File: config.mk
export PLATFORM = sky130hd
export DESIGN_NAME = multilevel_priority_run_queue
export DESIGN_NICKNAME = d
export VERILOG_FILES = /design/src/hdl/mprq_pkg.sv /design/src/hdl/mprq_ram.sv /design/src/hdl/mprq_levels.sv /design/src/hdl/mprq_seq.sv /design/src/hdl/multilevel_priority_run_queue.sv
export SDC_FILE = /design/constraint.sdc
export NUM_CORES = 1
export LEC_CHECK = 0
export BUFFER_PORTS_ARGS = -buffer_cell sky130_fd_sc_hd__buf_2
export CELL_PAD_IN_SITES_DETAIL_PLACEMENT = 0
export CELL_PAD_IN_SITES_GLOBAL_PLACEMENT = 1
export CORE_ASPECT_RATIO = 1.5
export CORE_MARGIN = 3
export CORE_UTILIZATION = 30
export DETAILED_ROUTE_END_ITERATION = 12
export PLACE_DENSITY = 0.49
export SKIP_LAST_GASP = 1
export SLEW_MARGIN = 20
export SYNTH_ARGS = -nofsm -noshare
export SYNTH_HDL_FRONTEND = slang
export SYNTH_HIERARCHICAL = 1
export SYNTH_SLANG_ARGS = --single-unit
File: constraint.sdc
create_clock -name clk_i -period 5 [get_ports clk_i]
set_input_delay 0.5 -clock clk_i [delete_from_list [all_inputs] [get_ports clk_i]]
set_output_delay 0.5 -clock clk_i [all_outputs]
set_load 0.01 [all_outputs]
File: src/hdl/mprq_pkg.sv
// Package: sizes, types and codes of the multilevel priority run queue.
`default_nettype none

package mprq_pkg;

  localparam int LEVELS      = 4;
  localparam int LEVEL_DEPTH = 16;
  localparam int ID_BITS     = 8;

  localparam int SLOTS  = LEVELS * LEVEL_DEPTH;
  localparam int LVL_W  = $clog2(LEVELS);
  localparam int POS_W  = $clog2(LEVEL_DEPTH);
  localparam int CNT_W  = $clog2(LEVEL_DEPTH + 1);
  localparam int ADDR_W = $clog2(SLOTS);

  typedef logic [LVL_W-1:0]   lvl_t;
  typedef logic [POS_W-1:0]   pos_t;
  typedef logic [CNT_W-1:0]   cnt_t;
  typedef logic [ADDR_W-1:0]  addr_t;
  typedef logic [ID_BITS-1:0] id_t;

  localparam lvl_t TOP_LVL = lvl_t'(LEVELS - 1);

  typedef enum logic [1:0] {
    OP_ENQ   = 2'd0,
    OP_DEQ   = 2'd1,
    OP_BOOST = 2'd2,
    OP_FIND  = 2'd3
  } op_e;

  typedef enum logic [1:0] {
    ST_OK        = 2'd0,
    ST_EMPTY     = 2'd1,
    ST_FULL      = 2'd2,
    ST_NOT_FOUND = 2'd3
  } status_e;

  typedef enum logic [2:0] {
    S_IDLE,
    S_EXEC,
    S_RDWAIT,
    S_SCAN,
    S_RESULT
  } state_e;

  // Update request to the per-level head/count registers.
  typedef struct packed {
    logic enq;
    logic deq;
    logic boost;
    lvl_t lvl;
  } lvl_cmd_t;

  typedef struct packed {
    status_e    status;
    logic [7:0] thread_id;
    logic [1:0] prio;
    logic [1:0] level;
  } result_t;

endpackage

`default_nettype wire

File: src/hdl/mprq_ram.sv
// Generic single-write, single-read RAM with registered read data.
`default_nettype none

module mprq_ram #(
  parameter int WIDTH = 8,
  parameter int DEPTH = 64
) (
  input  logic                     clk_i,
  input  logic                     we_i,
  input  logic [$clog2(DEPTH)-1:0] waddr_i,
  input  logic [WIDTH-1:0]         wdata_i,
  input  logic                     re_i,
  input  logic [$clog2(DEPTH)-1:0] raddr_i,
  output logic [WIDTH-1:0]         rdata_o
);

  logic [WIDTH-1:0] mem_q [DEPTH];
  logic [WIDTH-1:0] rdata_q;

  always_ff @(posedge clk_i) begin
    if (we_i) begin
      mem_q[waddr_i] <= wdata_i;
    end
    if (re_i) begin
      rdata_q <= mem_q[raddr_i];
    end
  end

  assign rdata_o = rdata_q;

endmodule

`default_nettype wire

File: src/hdl/mprq_levels.sv
// Per-level FIFO heads, fill counts and boosted-entry counts.
`default_nettype none

module mprq_levels import mprq_pkg::*; (
  input  logic     clk_i,
  input  logic     rst_ni,
  input  lvl_cmd_t cmd_i,
  output pos_t     head_o [LEVELS],
  output cnt_t     cnt_o  [LEVELS],
  output cnt_t     bst_o  [LEVELS],
  output logic     any_o,
  output lvl_t     top_o
);

  pos_t head_q [LEVELS];
  pos_t head_d [LEVELS];
  cnt_t cnt_q  [LEVELS];
  cnt_t cnt_d  [LEVELS];
  // Entries counted from the head whose tag reads as the top level.
  cnt_t bst_q  [LEVELS];
  cnt_t bst_d  [LEVELS];

  always_comb begin
    for (int l = 0; l < LEVELS; l++) begin
      head_d[l] = head_q[l];
      cnt_d[l]  = cnt_q[l];
      bst_d[l]  = bst_q[l];
      if (cmd_i.boost) begin
        bst_d[l] = cnt_q[l];
      end
      if (cmd_i.enq && (cmd_i.lvl == lvl_t'(l))) begin
        cnt_d[l] = cnt_q[l] + 1'b1;
      end
      if (cmd_i.deq && (cmd_i.lvl == lvl_t'(l))) begin
        head_d[l] = (head_q[l] == pos_t'(LEVEL_DEPTH - 1)) ? '0 : head_q[l] + 1'b1;
        cnt_d[l]  = cnt_q[l] - 1'b1;
        if (bst_q[l] != '0) begin
          bst_d[l] = bst_q[l] - 1'b1;
        end
      end
    end
  end

  always_ff @(posedge clk_i or negedge rst_ni) begin
    if (!rst_ni) begin
      for (int l = 0; l < LEVELS; l++) begin
        head_q[l] <= '0;
        cnt_q[l]  <= '0;
        bst_q[l]  <= '0;
      end
    end else begin
      for (int l = 0; l < LEVELS; l++) begin
        head_q[l] <= head_d[l];
        cnt_q[l]  <= cnt_d[l];
        bst_q[l]  <= bst_d[l];
      end
    end
  end

  // Highest non-empty level: later iterations win.
  always_comb begin
    any_o = 1'b0;
    top_o = '0;
    for (int l = 0; l < LEVELS; l++) begin
      if (cnt_q[l] != '0) begin
        any_o = 1'b1;
        top_o = lvl_t'(l);
      end
    end
  end

  assign head_o = head_q;
  assign cnt_o  = cnt_q;
  assign bst_o  = bst_q;

endmodule

`default_nettype wire

File: src/hdl/mprq_seq.sv
// Operation sequencer with the shared slot address and id compare unit.
`default_nettype none

module mprq_seq import mprq_pkg::*; (
  input  logic     clk_i,
  input  logic     rst_ni,
  input  logic     start_i,
  input  op_e      op_i,
  input  id_t      id_i,
  input  lvl_t     lvl_i,
  output logic     ready_o,
  input  pos_t     head_i [LEVELS],
  input  cnt_t     cnt_i  [LEVELS],
  input  cnt_t     bst_i  [LEVELS],
  input  logic     any_i,
  input  lvl_t     top_i,
  output lvl_cmd_t cmd_o,
  output logic     we_o,
  output addr_t    waddr_o,
  output id_t      wdata_o,
  output logic     re_o,
  output addr_t    raddr_o,
  input  id_t      rdata_i,
  output logic     res_valid_o,
  input  logic     res_ready_i,
  output result_t  res_o
);

  state_e  state_q, state_d;
  op_e     op_q, op_d;
  id_t     id_q, id_d;
  lvl_t    lvl_q, lvl_d;
  result_t res_q, res_d;
  // Scan issue pointer and the read in flight.
  lvl_t    iss_lvl_q, iss_lvl_d;
  cnt_t    iss_k_q, iss_k_d;
  logic    iss_done_q, iss_done_d;
  logic    pv_q, pv_d;
  lvl_t    p_lvl_q, p_lvl_d;
  cnt_t    p_k_q, p_k_d;
  logic    match;
  addr_t   addr;

  function automatic addr_t slot_addr(lvl_t lvl, pos_t head, cnt_t off);
    int pos;
    pos = int'(head) + int'(off);
    if (pos >= LEVEL_DEPTH) begin
      pos = pos - LEVEL_DEPTH;
    end
    return addr_t'(int'(lvl) * LEVEL_DEPTH + pos);
  endfunction

  // Entries before the boosted count carry the top-level tag.
  function automatic logic [1:0] tag_of(lvl_t lvl, cnt_t k, cnt_t bst);
    return (k < bst) ? 2'(TOP_LVL) : 2'(lvl);
  endfunction

  assign match = pv_q && (rdata_i == id_q);

  // Slot address generator, shared by enqueue, dequeue and scan.
  always_comb begin
    unique case (state_q)
      S_EXEC: begin
        if (op_q == OP_ENQ) begin
          addr = slot_addr(lvl_q, head_i[lvl_q], cnt_i[lvl_q]);
        end else begin
          addr = slot_addr(top_i, head_i[top_i], '0);
        end
      end
      default: addr = slot_addr(iss_lvl_q, head_i[iss_lvl_q], iss_k_q);
    endcase
  end

  // Next state.
  always_comb begin
    state_d = state_q;
    unique case (state_q)
      S_IDLE: begin
        if (start_i) state_d = S_EXEC;
      end
      S_EXEC: begin
        unique case (op_q)
          OP_DEQ:  state_d = any_i ? S_RDWAIT : S_RESULT;
          OP_FIND: state_d = S_SCAN;
          default: state_d = S_RESULT;
        endcase
      end
      S_RDWAIT: state_d = S_RESULT;
      S_SCAN: begin
        if (match || (iss_done_q && !pv_q)) state_d = S_RESULT;
      end
      S_RESULT: begin
        if (res_ready_i) state_d = S_IDLE;
      end
      default: state_d = S_IDLE;
    endcase
  end

  // Datapath and outputs.
  always_comb begin
    op_d       = op_q;
    id_d       = id_q;
    lvl_d      = lvl_q;
    res_d      = res_q;
    iss_lvl_d  = iss_lvl_q;
    iss_k_d    = iss_k_q;
    iss_done_d = iss_done_q;
    pv_d       = 1'b0;
    p_lvl_d    = p_lvl_q;
    p_k_d      = p_k_q;
    cmd_o      = '0;
    we_o       = 1'b0;
    re_o       = 1'b0;
    waddr_o    = addr;
    raddr_o    = addr;
    wdata_o    = id_q;
    unique case (state_q)
      S_IDLE: begin
        if (start_i) begin
          op_d  = op_i;
          id_d  = id_i;
          lvl_d = lvl_i;
        end
      end
      S_EXEC: begin
        res_d.status    = ST_OK;
        res_d.thread_id = '0;
        res_d.prio      = '0;
        res_d.level     = '0;
        unique case (op_q)
          OP_ENQ: begin
            if (cnt_i[lvl_q] == cnt_t'(LEVEL_DEPTH)) begin
              res_d.status = ST_FULL;
            end else begin
              we_o      = 1'b1;
              cmd_o.enq = 1'b1;
              cmd_o.lvl = lvl_q;
            end
          end
          OP_DEQ: begin
            if (any_i) begin
              re_o        = 1'b1;
              cmd_o.deq   = 1'b1;
              cmd_o.lvl   = top_i;
              res_d.prio  = tag_of(top_i, '0, bst_i[top_i]);
              res_d.level = 2'(top_i);
            end else begin
              res_d.status = ST_EMPTY;
            end
          end
          OP_BOOST: cmd_o.boost = 1'b1;
          default: begin
            iss_lvl_d  = '0;
            iss_k_d    = '0;
            iss_done_d = 1'b0;
          end
        endcase
      end
      S_RDWAIT: res_d.thread_id = 8'(rdata_i);
      S_SCAN: begin
        if (!iss_done_q) begin
          if (iss_k_q < cnt_i[iss_lvl_q]) begin
            re_o    = 1'b1;
            pv_d    = 1'b1;
            p_lvl_d = iss_lvl_q;
            p_k_d   = iss_k_q;
            iss_k_d = iss_k_q + 1'b1;
          end else if (iss_lvl_q == TOP_LVL) begin
            iss_done_d = 1'b1;
          end else begin
            iss_lvl_d = iss_lvl_q + 1'b1;
            iss_k_d   = '0;
          end
        end
        if (match) begin
          res_d.thread_id = 8'(rdata_i);
          res_d.prio      = tag_of(p_lvl_q, p_k_q, bst_i[p_lvl_q]);
          res_d.level     = 2'(p_lvl_q);
        end else if (iss_done_q && !pv_q) begin
          res_d.status = ST_NOT_FOUND;
        end
      end
      default: ;
    endcase
  end

  always_ff @(posedge clk_i or negedge rst_ni) begin
    if (!rst_ni) begin
      state_q    <= S_IDLE;
      iss_done_q <= 1'b0;
      pv_q       <= 1'b0;
    end else begin
      state_q    <= state_d;
      iss_done_q <= iss_done_d;
      pv_q       <= pv_d;
    end
  end

  always_ff @(posedge clk_i) begin
    op_q      <= op_d;
    id_q      <= id_d;
    lvl_q     <= lvl_d;
    res_q     <= res_d;
    iss_lvl_q <= iss_lvl_d;
    iss_k_q   <= iss_k_d;
    p_lvl_q   <= p_lvl_d;
    p_k_q     <= p_k_d;
  end

  assign ready_o     = (state_q == S_IDLE);
  assign res_valid_o = (state_q == S_RESULT);
  assign res_o       = res_q;

endmodule

`default_nettype wire

File: src/hdl/multilevel_priority_run_queue.sv
// Top level of the multilevel priority run queue.
//
// Input stream: one transaction per operation; tuser carries the opcode
// (enqueue, dequeue highest, boost all tags, find by id), tdata the thread
// id and the requested priority. Output stream: exactly one transaction per
// operation, in order; tuser carries the status, tdata the id, stored tag
// and level (all zero unless a dequeue or find succeeds).
// A find reads the stored ids level by level, from level 0 upward; the slot
// RAM gives one id a cycle to the single comparator, except while the scan
// steps over to the next level, and the find stops at the first match. Each
// result passes through the one result register on the output: a new
// operation is taken while the last result waits, and the sequencer holds
// the next result until that register frees up.
// Reset clears all levels to empty at once; slot contents need no clearing.
`default_nettype none

module multilevel_priority_run_queue import mprq_pkg::*; (
  input  logic        clk_i,
  input  logic        rst_ni,
  input  logic        s_axis_tvalid,
  output logic        s_axis_tready,
  input  logic [15:0] s_axis_tdata,  // [7:0] thread_id, [9:8] priority_req, rest zero
  input  logic [1:0]  s_axis_tuser,  // [1:0] op
  output logic        m_axis_tvalid,
  input  logic        m_axis_tready,
  output logic [15:0] m_axis_tdata,  // [7:0] out_thread_id, [9:8] out_priority,
                                     // [11:10] out_level, rest zero
  output logic [1:0]  m_axis_tuser   // [1:0] status
);

  pos_t     head [LEVELS];
  cnt_t     cnt  [LEVELS];
  cnt_t     bst  [LEVELS];
  logic     any;
  lvl_t     top;
  lvl_cmd_t cmd;
  logic     we, re, ready;
  addr_t    waddr, raddr;
  id_t      wdata, rdata;
  logic     res_valid, res_ready;
  result_t  res;
  logic     start;
  lvl_t     req_lvl;
  logic     out_v_q;
  result_t  out_q;

  assign start = s_axis_tvalid && ready;
  assign s_axis_tready = ready;

  // Out-of-range priorities saturate to the top level.
  assign req_lvl = (int'(s_axis_tdata[9:8]) >= LEVELS) ? TOP_LVL : lvl_t'(s_axis_tdata[9:8]);

  mprq_levels u_levels (
    .clk_i  (clk_i),
    .rst_ni (rst_ni),
    .cmd_i  (cmd),
    .head_o (head),
    .cnt_o  (cnt),
    .bst_o  (bst),
    .any_o  (any),
    .top_o  (top)
  );

  mprq_ram #(
    .WIDTH (ID_BITS),
    .DEPTH (SLOTS)
  ) u_slot_ram (
    .clk_i   (clk_i),
    .we_i    (we),
    .waddr_i (waddr),
    .wdata_i (wdata),
    .re_i    (re),
    .raddr_i (raddr),
    .rdata_o (rdata)
  );

  mprq_seq u_seq (
    .clk_i       (clk_i),
    .rst_ni      (rst_ni),
    .start_i     (start),
    .op_i        (op_e'(s_axis_tuser)),
    .id_i        (id_t'(s_axis_tdata[7:0])),
    .lvl_i       (req_lvl),
    .ready_o     (ready),
    .head_i      (head),
    .cnt_i       (cnt),
    .bst_i       (bst),
    .any_i       (any),
    .top_i       (top),
    .cmd_o       (cmd),
    .we_o        (we),
    .waddr_o     (waddr),
    .wdata_o     (wdata),
    .re_o        (re),
    .raddr_o     (raddr),
    .rdata_i     (rdata),
    .res_valid_o (res_valid),
    .res_ready_i (res_ready),
    .res_o       (res)
  );

  assign res_ready = !out_v_q || m_axis_tready;

  always_ff @(posedge clk_i or negedge rst_ni) begin
    if (!rst_ni) begin
      out_v_q <= 1'b0;
    end else if (res_ready) begin
      out_v_q <= res_valid;
    end
  end

  always_ff @(posedge clk_i) begin
    if (res_ready && res_valid) begin
      out_q <= res;
    end
  end

  assign m_axis_tvalid = out_v_q;
  assign m_axis_tuser  = out_q.status;
  assign m_axis_tdata  = {4'b0000, out_q.level, out_q.prio, out_q.thread_id};

endmodule

`default_nettype wire

Yosys cells after proc, flatten, opt, wreduce, memory -nomap -nowiden
Memories as Yosys holds them, arrays and structs flattened. A register that Yosys moved wholly into a read port is not among the register bits.
Index checks and enable logic that the tools add are counted.
{"block": "word_totals", "reg_bits": 116, "ramBits": 512, "inputBits": 22, "out_inout_bits": 20, "mem_count": 1}
{"memory": "u_slot_ram.mem_q", "depth": 64, "word_bits": 8, "read_ports": 1, "rd_ports_with_merged_regs": 1, "wr": 1, "line": "mprq_ram.sv:17", "rtl": "logic [WIDTH-1:0] mem_q [DEPTH];"}
{"block": "classes", "addsub": 26, "n_lt_le_gt_ge": 10, "n_eq_ne": 28, "n_mux": 112, "bitwise_logic": 5, "reduce_logical": 43}
{"cell": "5-bit two-way mux", "n": 33}
{"cell": "32-bit by 6-bit greater-or-equal comparator with 1-bit output (second input constant)", "n": 2}
{"cell": "6-bit two-way mux", "n": 10}
{"cell": "4-bit two-way mux", "n": 12}
{"cell": "5-bit binary-select mux with 2-bit select", "n": 4}
{"cell": "5-bit nonzero test", "n": 8}
{"cell": "5-bit by 1-bit subtractor with 5-bit output (second input constant)", "n": 8}
{"cell": "2-bit two-way mux", "n": 13}
{"cell": "5-bit by 1-bit adder with 5-bit output (second input constant)", "n": 5}
{"cell": "4-bit binary-select mux with 2-bit select", "n": 3}
{"cell": "8-bit case mux with 3 select lines", "n": 1}
{"cell": "1-bit two-way mux", "n": 21}
{"cell": "6-bit adder", "n": 3}
{"cell": "4-bit by 1-bit adder with 4-bit output (second input constant)", "n": 4}
{"cell": "4-bit == test (second input constant)", "n": 4}
{"cell": "2-bit case mux with 2 select lines", "n": 4}
{"cell": "3-bit case mux with 5 select lines", "n": 1}
{"cell": "4-bit by 5-bit adder with 6-bit output", "n": 2}
{"cell": "3-bit greater-or-equal comparator (second input constant)", "n": 4}
{"cell": "1-bit logical AND", "n": 12}
{"cell": "12-bit two-way mux", "n": 1}
{"cell": "3-bit two-way mux", "n": 4}
{"cell": "2-bit NOT with 3-bit output", "n": 4}
{"cell": "6-bit by 5-bit subtractor with 6-bit output (second input constant)", "n": 2}
{"cell": "other kinds (31)", "n": 59}

Logic depth before layout (Yosys ltp)
Gate-level depths: netlist of run 1.
{"block": "depth", "ltp_word": 15, "mapped_depth": 19}

Modules after synthesis
Netlist of run 1, hierarchy kept.
{"mod": "mprq_ram", "instances": 1, "cells_each": 967, "area_each_um2": 20317.0}
{"mod": "mprq_seq", "instances": 1, "cells_each": 281, "area_each_um2": 3417.0}
{"mod": "mprq_levels", "instances": 1, "cells_each": 324, "area_each_um2": 3188.1}
{"mod": "multilevel_priority_run_queue", "instances": 1, "cells_each": 24, "area_each_um2": 514.2}

Worst setup path before layout of run 1
Ideal clock, no wire load.
{"block": "synth_path", "path_type": "register to register", "start": "register u_seq.lvl_q[0]", "end": "memory u_slot_ram.mem_q[23][0], enable pin", "t_arrival_ps": 4245, "required_ps": 4630, "setup_slack_ps": 385, "path_stages_with_launch": 18, "n_path_buf": 4, "path_cell_list": "edfxtp_1 buf_6 mux4_2 ha_1 fa_1 a21o_1 and3_1 o21a_1 ha_1 xor2_1 a31o_2 a31oi_1 a21oi_1 buf_4 clkbuf_1 or3b_2 clkbuf_1 nor2_1"}
{"block": "synth_between", "elab_chain_cells": 12, "elab_cells_between_ends": 22}
{"element": "from (decl)", "line": "mprq_seq.sv:32", "rtl": "lvl_t lvl_q, lvl_d;"}
{"element": "from (signal assigned)", "line": "mprq_seq.sv:202", "rtl": "lvl_q <= lvl_d;"}
{"element": "2-bit NOT with 3-bit output (implied by the code)", "line": "mprq_seq.sv:65", "rtl": "addr = slot_addr(lvl_q, head_i[lvl_q], cnt_i[lvl_q]);"}
{"element": "4-bit binary-select mux with 2-bit select or 5-bit binary-select mux with 2-bit select (tied branches)", "line": "mprq_seq.sv:65"}
{"element": "4-bit two-way mux (implied by the code) or 5-bit two-way mux (tied branches) (2 in series)", "line": "mprq_seq.sv:65"}
{"element": "4-bit by 5-bit adder with 6-bit output", "line": "mprq_seq.sv:46", "rtl": "pos = int'(head) + int'(off);"}
{"element": "32-bit by 6-bit greater-or-equal comparator with 1-bit output or 6-bit by 5-bit subtractor with 6-bit output (tied branches)", "line": "mprq_seq.sv:47, mprq_seq.sv:48"}
{"element": "6-bit two-way mux", "line": "mprq_seq.sv:47", "rtl": "if (pos >= LEVEL_DEPTH) begin"}
{"element": "6-bit two-way mux", "line": "mprq_seq.sv:64", "rtl": "if (op_q == OP_ENQ) begin"}
{"element": "6-bit two-way mux", "line": "mprq_seq.sv:62", "rtl": "unique case (state_q)"}
{"element": "6-bit adder (*)", "line": "mprq_seq.sv:50", "rtl": "return addr_t'(int'(lvl) * LEVEL_DEPTH + pos);"}
{"element": "6-bit two-way mux (*)", "line": "mprq_seq.sv:64"}
{"element": "6-bit two-way mux (*)", "line": "mprq_seq.sv:62"}
{"element": "net raddr[5]", "line": "multilevel_priority_run_queue.sv:38", "rtl": "addr_t waddr, raddr;"}
{"element": "to (decl)", "line": "mprq_ram.sv:17"}
Mark *: on every way through the listed nets, which the timed path passes. The rest lies on a longest branch. The select of a mux whose other input is x is not followed.

Worst setup path in the final report of run 1
{"block": "layout_path", "start": "register u_seq.lvl_q[0]", "end": "memory u_slot_ram.mem_q[17][2], enable pin"}
Same word-level chain as after synthesis.

==> run_results.csv, run 1 <==
group,metric,value,unit
sta,clock_skew,29.26,ps
drt,wl_per_cell,24.50,um
setup_path,cp.required,5320,ps
drt,wl,74040,um
clock_tree,clkTransAtPathRegs,60,ps
floorplan,die-area,95190,sq um
yosys,synth_top_area_share,62.82,%
global_routing,grt_usage,15.69,%
clock_tree,h-tree-depth,3,
setup_path,crit_type,"reg2reg",
yosys,ys.flop_type,"edfxtp_1",
yosys,ys_top_cells_by_area,"edfxtp_1, mux4_2, dfrtp_1, ha_1, mux2i_1",
placed_design,dp_slack,67.21,ps
sta,worst_slew_margin_rel,37.49,%
sta,final.min_clock_period,4759,ps
power_and_ir_drop,p_switching,5821,uW
clock_tree,clk_root_buffer_cell,"clkbuf_16",
setup_path,crit_slowest_cell,"or3b_2",
sta,setup_viol,0,
power_and_ir_drop,clockPowerShare,28.1,%
sta,post-route-period-util,95.19,%
global_routing,grt_pass1_vias,15814,
setup_path,path_common_cell,"buf_4",
drt,ant_nets,0,
floorplan,io_pins,42,
cells_and_area,drive_above_1_share,27.02,%
power_and_ir_drop,power.internal,11870,uW
hold_path,hp-class,"in2reg",
power_and_ir_drop,switching_share,32.91,%
power_and_ir_drop,p_leak,0.01104,uW
drt,route.detailed.drc,0,
cells_and_area,final_util,35.87,%
power_and_ir_drop,seq_power_share,37.0,%
global_routing,grt-ovfl-total,0,
outcome,status,"complete, no violations",
yosys,synth_cells,1596,
yosys,yosys.area.top_type,"edfxtp_1",
clock_tree,cts_buffers,68,
clock_tree,cts_buffer_depth,3,
yosys,yosysWarnings,6,
yosys,ys_seq_area_share,68.48,%
drt,via_count,15167,
job,maxCapViolCount,0,
cells_and_area,fill_cells,8562,
setup_path,cp.arrival,5080,ps
yosys,yosys_register_bits,636,
global_routing,grt_max_degree,65,
sta,finalHoldViolations,0,
floorplan,start_util,30.30,%
power_and_ir_drop,p_per_area,544.7,nW/um^2
drt,drt-pass1-iter-count,7,
yosys,synth_edf_count,574,
sta,max_clock_freq,210.1,MHz
setup_path,crit_fanout,12,
sta,slew_violations,0,
sta,setup_ws,240.5,ps
power_and_ir_drop,peakVddDrop,0.2692,mV
setup_path,crit_path_start_kind,"register",
clock_tree,cts_tree,"done",
floorplan,rows,135,
setup_path,path_cells,"buf_4, mux4_2, ha_1, fa_1, a21o_1, and3_1, o21a_1, ha_1, xor2_1, a31o_2, a31oi_1, a21oi_2, buf_4, or3b_2, nor2_1, buf_4",
cells_and_area,antenna_cells,0,
yosys,syn_area,27440,sq um
placed_design,gp_congestion,0.7955,
clock_tree,cts.sinks,636,
placed_design,portBuffers,31,
yosys,async_flop_share,9.748,%
yosys,syn_avg_cell_area,17.19,sq um
global_routing,antenna_found_initial,0,
cells_and_area,syn_to_final_growth,18.35,%
placed_design,post-dp-hpwl,50220,um
floorplan,die_w,252.9,um
setup_path,slowest_delay,580,ps
power_and_ir_drop,combPwrFrac,34.9,%
global_routing,grt_pass1_wl,108200,um
floorplan,die_h,376.4,um
drt,drtIter0Drc,926,
sta,worst_pin_slew,937.7,ps
yosys,yosysUniqueCellTypes,84,
floorplan,core-area,90540,sq um
clock_tree,clk_latency,640,ps
cells_and_area,final_nets,1869,
setup_path,crit_path_end_kind,"register",
drt,via_per_inst,5.019,
-- layer usage --
layer / track usage, % / vias to the layer above / wire [um]
met5: 0 / - / 0
met2: 29.78 / 269 / 41190
met3: 1.926 / 115 / 2102
li1: - / 6823 / -
met1: 17.43 / 7960 / 28030
met4: 6.828 / 0 / 2716
-- cell families after synthesis --
logic type | Yosys count | synth area share, %
other | 1 | 0.01367
flip-flops | 636 | 68.48
buffers and inverters | 121 | 2.495
XOR/XNOR | 44 | 1.405
AO/OA/AOI/OAI | 207 | 5.203
adder cells (fa/ha/maj) | 38 | 1.788
multiplexers | 197 | 14.00
AND/OR/NAND/NOR | 352 | 6.617
-- through the flow --
step / total power, uW / instance area (sq um) / hold slack [ps] / setup TNS (ps) / instances
floorplan: 10430 / 27450 / 204.4 / 0 / 1599
global placement: 12930 / 30180 / 402.9 / 0 / 2894
detailed placement: 12960 / 30180 / 404.5 / 0 / 2894
CTS: 18010 / 32440 / 3.454 / 0 / 3021
global route: 18530 / 32470 / 22.08 / -8.183 / 3022
finish: 17690 / 32470 / 48.33 / 0 / 3022
-- cells in the mapped netlist (8+ instances only) --
cell type / count
a211oi_1: 8
a21o_1: 8
a21oi_1: 40
a22oi_1: 22
a31oi_1: 14
and2_1: 14
buf_2: 18
buf_4: 14
buf_6: 13
clkbuf_1: 37
dfrtp_1: 62
edfxtp_1: 574
ha_1: 36
inv_1: 25
mux2_2: 10
mux2i_1: 41
mux4_1: 8
mux4_2: 138
nand2_1: 68
nand2b_1: 18
nand3_1: 30
nand3b_1: 10
nand4_1: 11
nor2_1: 99
nor2b_1: 13
nor3_1: 38
nor4b_1: 10
o21ai_0: 37
o22ai_1: 19
xnor2_1: 28
xor2_1: 16
-- placed cells by master (no fill, tap or decap), types with 11 or more instances in the layout --
master     count
a21oi_1       38
a22oi_1       22
a31oi_1       13
and2_1        14
buf_12        15
buf_2         31
buf_4        178
clkbuf_16     69
clkinv_1      13
clkinv_2      13
dfrtp_1       62
edfxtp_1     574
ha_1          36
inv_1         25
mux2i_1       41
mux4_2       138
nand2_1       68
nand2b_1      18
nand3_1       30
nand4_1       11
nor2_1        99
nor2b_1       13
nor3_1        38
o21ai_0       33
o22ai_1       19
xnor2_1       28
xor2_1        16
-- worst paths after layout --
path                                              startpoint                                 to  slack [ps]  depth (start not counted)
worst max-delay path                u_seq/lvl_q[0]$_DFFE_PP_  u_slot_ram/mem_q[17][2]$_DFFE_PP_         240                         16
worst min register to register  u_seq/res_o[7]$_SDFFCE_PN0P_          m_axis_tdata[3]$_DFFE_PP_         420                          0
max in group asynchronous                             rst_ni        u_levels/bst_o[5]$_DFF_PN0_        4280                          2
worst min-delay path                         s_axis_tdata[0]         u_seq/wdata_o[0]$_DFFE_PP_          50                          1
worst max register to register      u_seq/lvl_q[0]$_DFFE_PP_  u_slot_ram/mem_q[17][2]$_DFFE_PP_         240                         16
min in group asynchronous                             rst_ni        u_levels/bst_o[2]$_DFF_PN0_         100                          2
-- power groups by stage --
stage	clock [uW]	sequential, uW	combinational (uW)
2_1_floorplan	0	6720	3710
3_3_place_gp	0	6660	6270
3_5_place_dp	0	6660	6300
4_1_cts	5150	6550	6320
5_1_grt	5350	6570	6620
6_report	4970	6540	6180
-- flip-flops by register name (all words and copies together), names as in the netlist --
register / flops
u_seq/iss_done_q: 1
u_seq/res_o: 14
m_axis_tuser: 2
u_levels/bst_o: 20
u_levels/cnt_o: 20
u_slot_ram/rdata_o: 8
u_seq/pv_q: 1
u_slot_ram/mem_q: 512
u_seq/p_lvl_q: 2
u_seq/wdata_o: 8
m_axis_tvalid: 1
u_levels/head_o: 16
u_seq/state_q: 3
u_seq/p_k_q: 5
m_axis_tdata: 12
u_seq/lvl_q: 2
u_seq/iss_k_q: 5
u_seq/op_q: 2
u_seq/iss_lvl_q: 2
-- layout make-up --
cell class	count	area, sq um	share of cell area [%]
Clock buffer	81	1792	5.518
Clock inverter	38	394.1	1.214
Tap cell	1164	1456	4.485
Multi-Input combinational cell	842	8060	24.82
Timing Repair Buffer	232	1872	5.765
Inverter	29	108.9	0.3352
Sequential cell	636	18790	57.86
-- critical path, delay by kind of cell, from the launching register on --
kind                       cells  cell delay (ps)
adders and majority gates      3              920
AOI/OAI and AO/OA              5              890
DFF                            1              470
and+or+nand+nor                3              880
muxes                          1              490
xor gates and xnor gates       1              160
buffers and inverters          3              620
-- repair_timing --
action / CTS / global route
resized for setup: 0 / 3
hold endpoints to repair: 8 / 0
hold buffers: 8 / 0
endpoints found under the setup margin: 0 / 133
setup buffers: 0 / 1
(Power assumes the default switching activity.)
==> inputs of run 2 (changes only) <==
--- a/config.mk
+++ b/config.mk
@@ -12,7 +12,7 @@
 export CORE_MARGIN = 3
 export CORE_UTILIZATION = 30
 export DETAILED_ROUTE_END_ITERATION = 12
-export PLACE_DENSITY = 0.49
+export PLACE_DENSITY = 0.51
 export SKIP_LAST_GASP = 1
 export SLEW_MARGIN = 20
 export SYNTH_ARGS = -nofsm -noshare
==> constraint.sdc (replaced) <==
create_clock -name clk_i -period 4 [get_ports clk_i]
set_input_delay 0.4 -clock clk_i [delete_from_list [all_inputs] [get_ports clk_i]]
set_output_delay 0.4 -clock clk_i [all_outputs]
set_load 0.01 [all_outputs]
==> run 2 against run 1 <==
  * The flow now finishes with violations (setup timing)
  * Largest cell class unchanged
  * Sequential power up 25%
  * Routed wire length up 11%
  * Combinational power up 63%
  * Global-route usage up 1.8 points
  * Cell count up 6.4%
  * Via count up 6.4%
  * First-iteration DRC count up 14%
  * Design area up 11%
  * Fmax up 13%
  * Power up 40%
  * Critical endpoint is now u_slot_ram/mem_q[16][4]$_DFFE_PP_
  * Die area unchanged
  * Count of clock-buffer cells in the layout unchanged
==> run_results.csv, run 2 (same netlist as run 1, synthesis figures left out) <==
group,metric,value,unit
outcome,status,"finished, violations left",
outcome,violations,"setup timing",
drt,route.detailed.drc,0,
floorplan,die_w,252.9,um
clock_tree,clkTransAtPathRegs,60,ps
cells_and_area,largest_register_ffs,512,
cells_and_area,final_util,39.75,%
clock_tree,h-tree-depth,3,
setup_path,r2r_slack,-210,ps
setup_path,path_common_cell,"ha_4",
placed_design,portBuffers,31,
clock_tree,clk_latency,640,ps
sta,final.min_clock_period,4209,ps
setup_path,worstReg2RegStart,"u_levels/cnt_o[5]$_DFFE_PN0P_",
drt,via_per_inst,5.022,
global_routing,grt_pass1_vias,17066,
setup_path,cp.required,4340,ps
floorplan,die_h,376.4,um
setup_path,cp_top_family,"compound AO/OA/AOI/OAI gates",
hold_path,hp-class,"in2reg",
global_routing,grt_max_degree,65,
cells_and_area,syn_to_final_growth,31.18,%
sta,max_clock_freq,237.6,MHz
cells_and_area,final_nets,2056,
setup_path,crit_type,"reg2reg",
setup_path,slowest_delay,530,ps
clock_tree,cts_tree,"done",
clock_tree,clk_root_buffer_cell,"clkbuf_16",
floorplan,die-area,95190,sq um
sta,fin_hold_ws,86.32,ps
cells_and_area,final_area,35990,sq um
cells_and_area,layout_commonest_cell,"edfxtp_1",
floorplan,core-area,90540,sq um
setup_path,cp.arrival,4550,ps
sta,setup_viol,409,
global_routing,antenna_found_initial,0,
global_routing,grt-ovfl-total,0,
sta,post-route-period-util,105.2,%
setup_path,crit_fanout,8,
drt,via_count,16142,
sta,worst_slew_margin_rel,33.09,%
sta,worst_pin_slew,1004,ps
sta,setup_ws,-209.1,ps
power_and_ir_drop,peakVddDrop,0.2863,mV
setup_path,crit_path_end_kind,"register",
drt,drtIter0Drc,1056,
global_routing,grt_usage,17.47,%
floorplan,start_util,30.30,%
sta,rsz0062_at_grt,"true",
setup_path,crit_slowest_cell,"or3b_4",
job,maxCapViolCount,0,
setup_path,crit_buf_inv,3,
setup_path,worstSetupEndpoint,"u_slot_ram/mem_q[16][4]$_DFFE_PP_",
setup_path,path_cells,"buf_4, mux4_2, ha_4, fa_2, a21o_1, and3_1, o21a_1, ha_4, xor2_2, a31o_2, a31oi_2, a21oi_2, buf_6, or3b_4, nor2_4, buf_12",
floorplan,rows,135,
hold_path,min_from,"m_axis_tready",
placed_design,gp_congestion,0.8418,
clock_tree,cts.sinks,636,
drt,wl_per_cell,25.64,um
sta,slew_violations,0,
setup_path,critical_path_depth,16,
cells_and_area,mostFrequentLayoutCells,"edfxtp_1, buf_4, mux4_2, clkbuf_16, dfrtp_1",
cells_and_area,drive_above_1_share,40.63,%
global_routing,grt_pass1_wl,119800,um
drt,ant_nets,0,
setup_path,rr_worst_depth,16,
drt,wl,82420,um
sta,finalHoldViolations,0,
cells_and_area,fill_cells,8279,
placed_design,post-dp-hpwl,58300,um
power_and_ir_drop,p_per_area,689.8,nW/um^2
power_and_ir_drop,p_leak,0.01243,uW
placed_design,placed_cell_area,31860,sq um
setup_path,cp-startpoint,"u_levels/cnt_o[5]$_DFFE_PN0P_",
setup_path,timing.rr.end,"u_slot_ram/mem_q[16][4]$_DFFE_PP_",
cells_and_area,antenna_cells,0,
floorplan,io_pins,42,
cells_and_area,largest_register,"u_slot_ram/mem_q",
sta,clock_skew,26.45,ps
clock_tree,cts_buffer_depth,3,
clock_tree,cts_buffers,69,
drt,drt-pass1-iter-count,5,
setup_path,crit_path_start_kind,"register",
==> run 2: final cells by class <==
class | instances | area [sq um] | share of cell area (%)
Multi-Input combinational cell | 842 | 9129 | 25.36
Tap cell | 1164 | 1456 | 4.046
Clock buffer | 81 | 1793 | 4.982
Clock inverter | 44 | 513.0 | 1.425
Sequential cell | 636 | 18790 | 52.20
Timing Repair Buffer | 418 | 4203 | 11.68
Inverter | 29 | 108.9 | 0.3024
==> run 2: layer usage <==
layer | vias up | track usage (%) | routed length (um)
met3 | 133 | 1.905 | 2290
met5 | - | 0 | 0
met1 | 8475 | 17.91 | 28470
met2 | 309 | 35.54 | 48060
met4 | 0 | 6.621 | 3593
li1 | 7225 | - | -
==> run 2: per-stage QoR <==
step / setup slack [ps] / total power [uW] / setup TNS [ps] / std cells
CTS: -287.3 / 24840 / -40880 / 3209
detailed placement: -936.9 / 17310 / -129750 / 3029
global route: -333.2 / 25920 / -95580 / 3214
finish: -209.1 / 24830 / -39850 / 3214
floorplan: -233.4 / 13200 / -59210 / 1599
global placement: -944.4 / 17270 / -162430 / 3029
==> run 2: worst register-to-register path, delay by kind of cell (launching register included) <==
kind                       cells  cell delay (ps)
AOI/OAI and AO/OA              5              840
buffers and inverters          3              450
xor gates and xnor gates       1              140
adders and majority gates      3              720
DFF                            1              410
and+or+nand+nor                3              850
muxes                          1              510
==> run 2: what timing repair did <==
item                                    CTS  global route
hold buffers                             13             0
setup buffers                            42             7
gates resized for setup                 156            81
gates cloned                              3             2
hold endpoints to repair                 49             0
endpoints found under the setup margin  520           513
pin swaps                                59            35
==> run 2: power by group <==
part | switching [uW] | internal, uW
Clock | 2720 | 3830
Sequential | 261 | 7910
Combinational | 5410 | 4700
==> run 2: worst min-delay path by stage <==
stage	to	slack [ps]	cells after the start
after floorplan	m_axis_tvalid$_DFFE_PN0P_	100	0
after CTS	m_axis_tvalid$_DFFE_PN0P_	60	3
after detailed placement	m_axis_tdata[9]$_DFFE_PP_	410	0
final	m_axis_tvalid$_DFFE_PN0P_	90	3
after global placement	m_axis_tdata[9]$_DFFE_PP_	410	0
after global routing	m_axis_tvalid$_DFFE_PN0P_	80	3
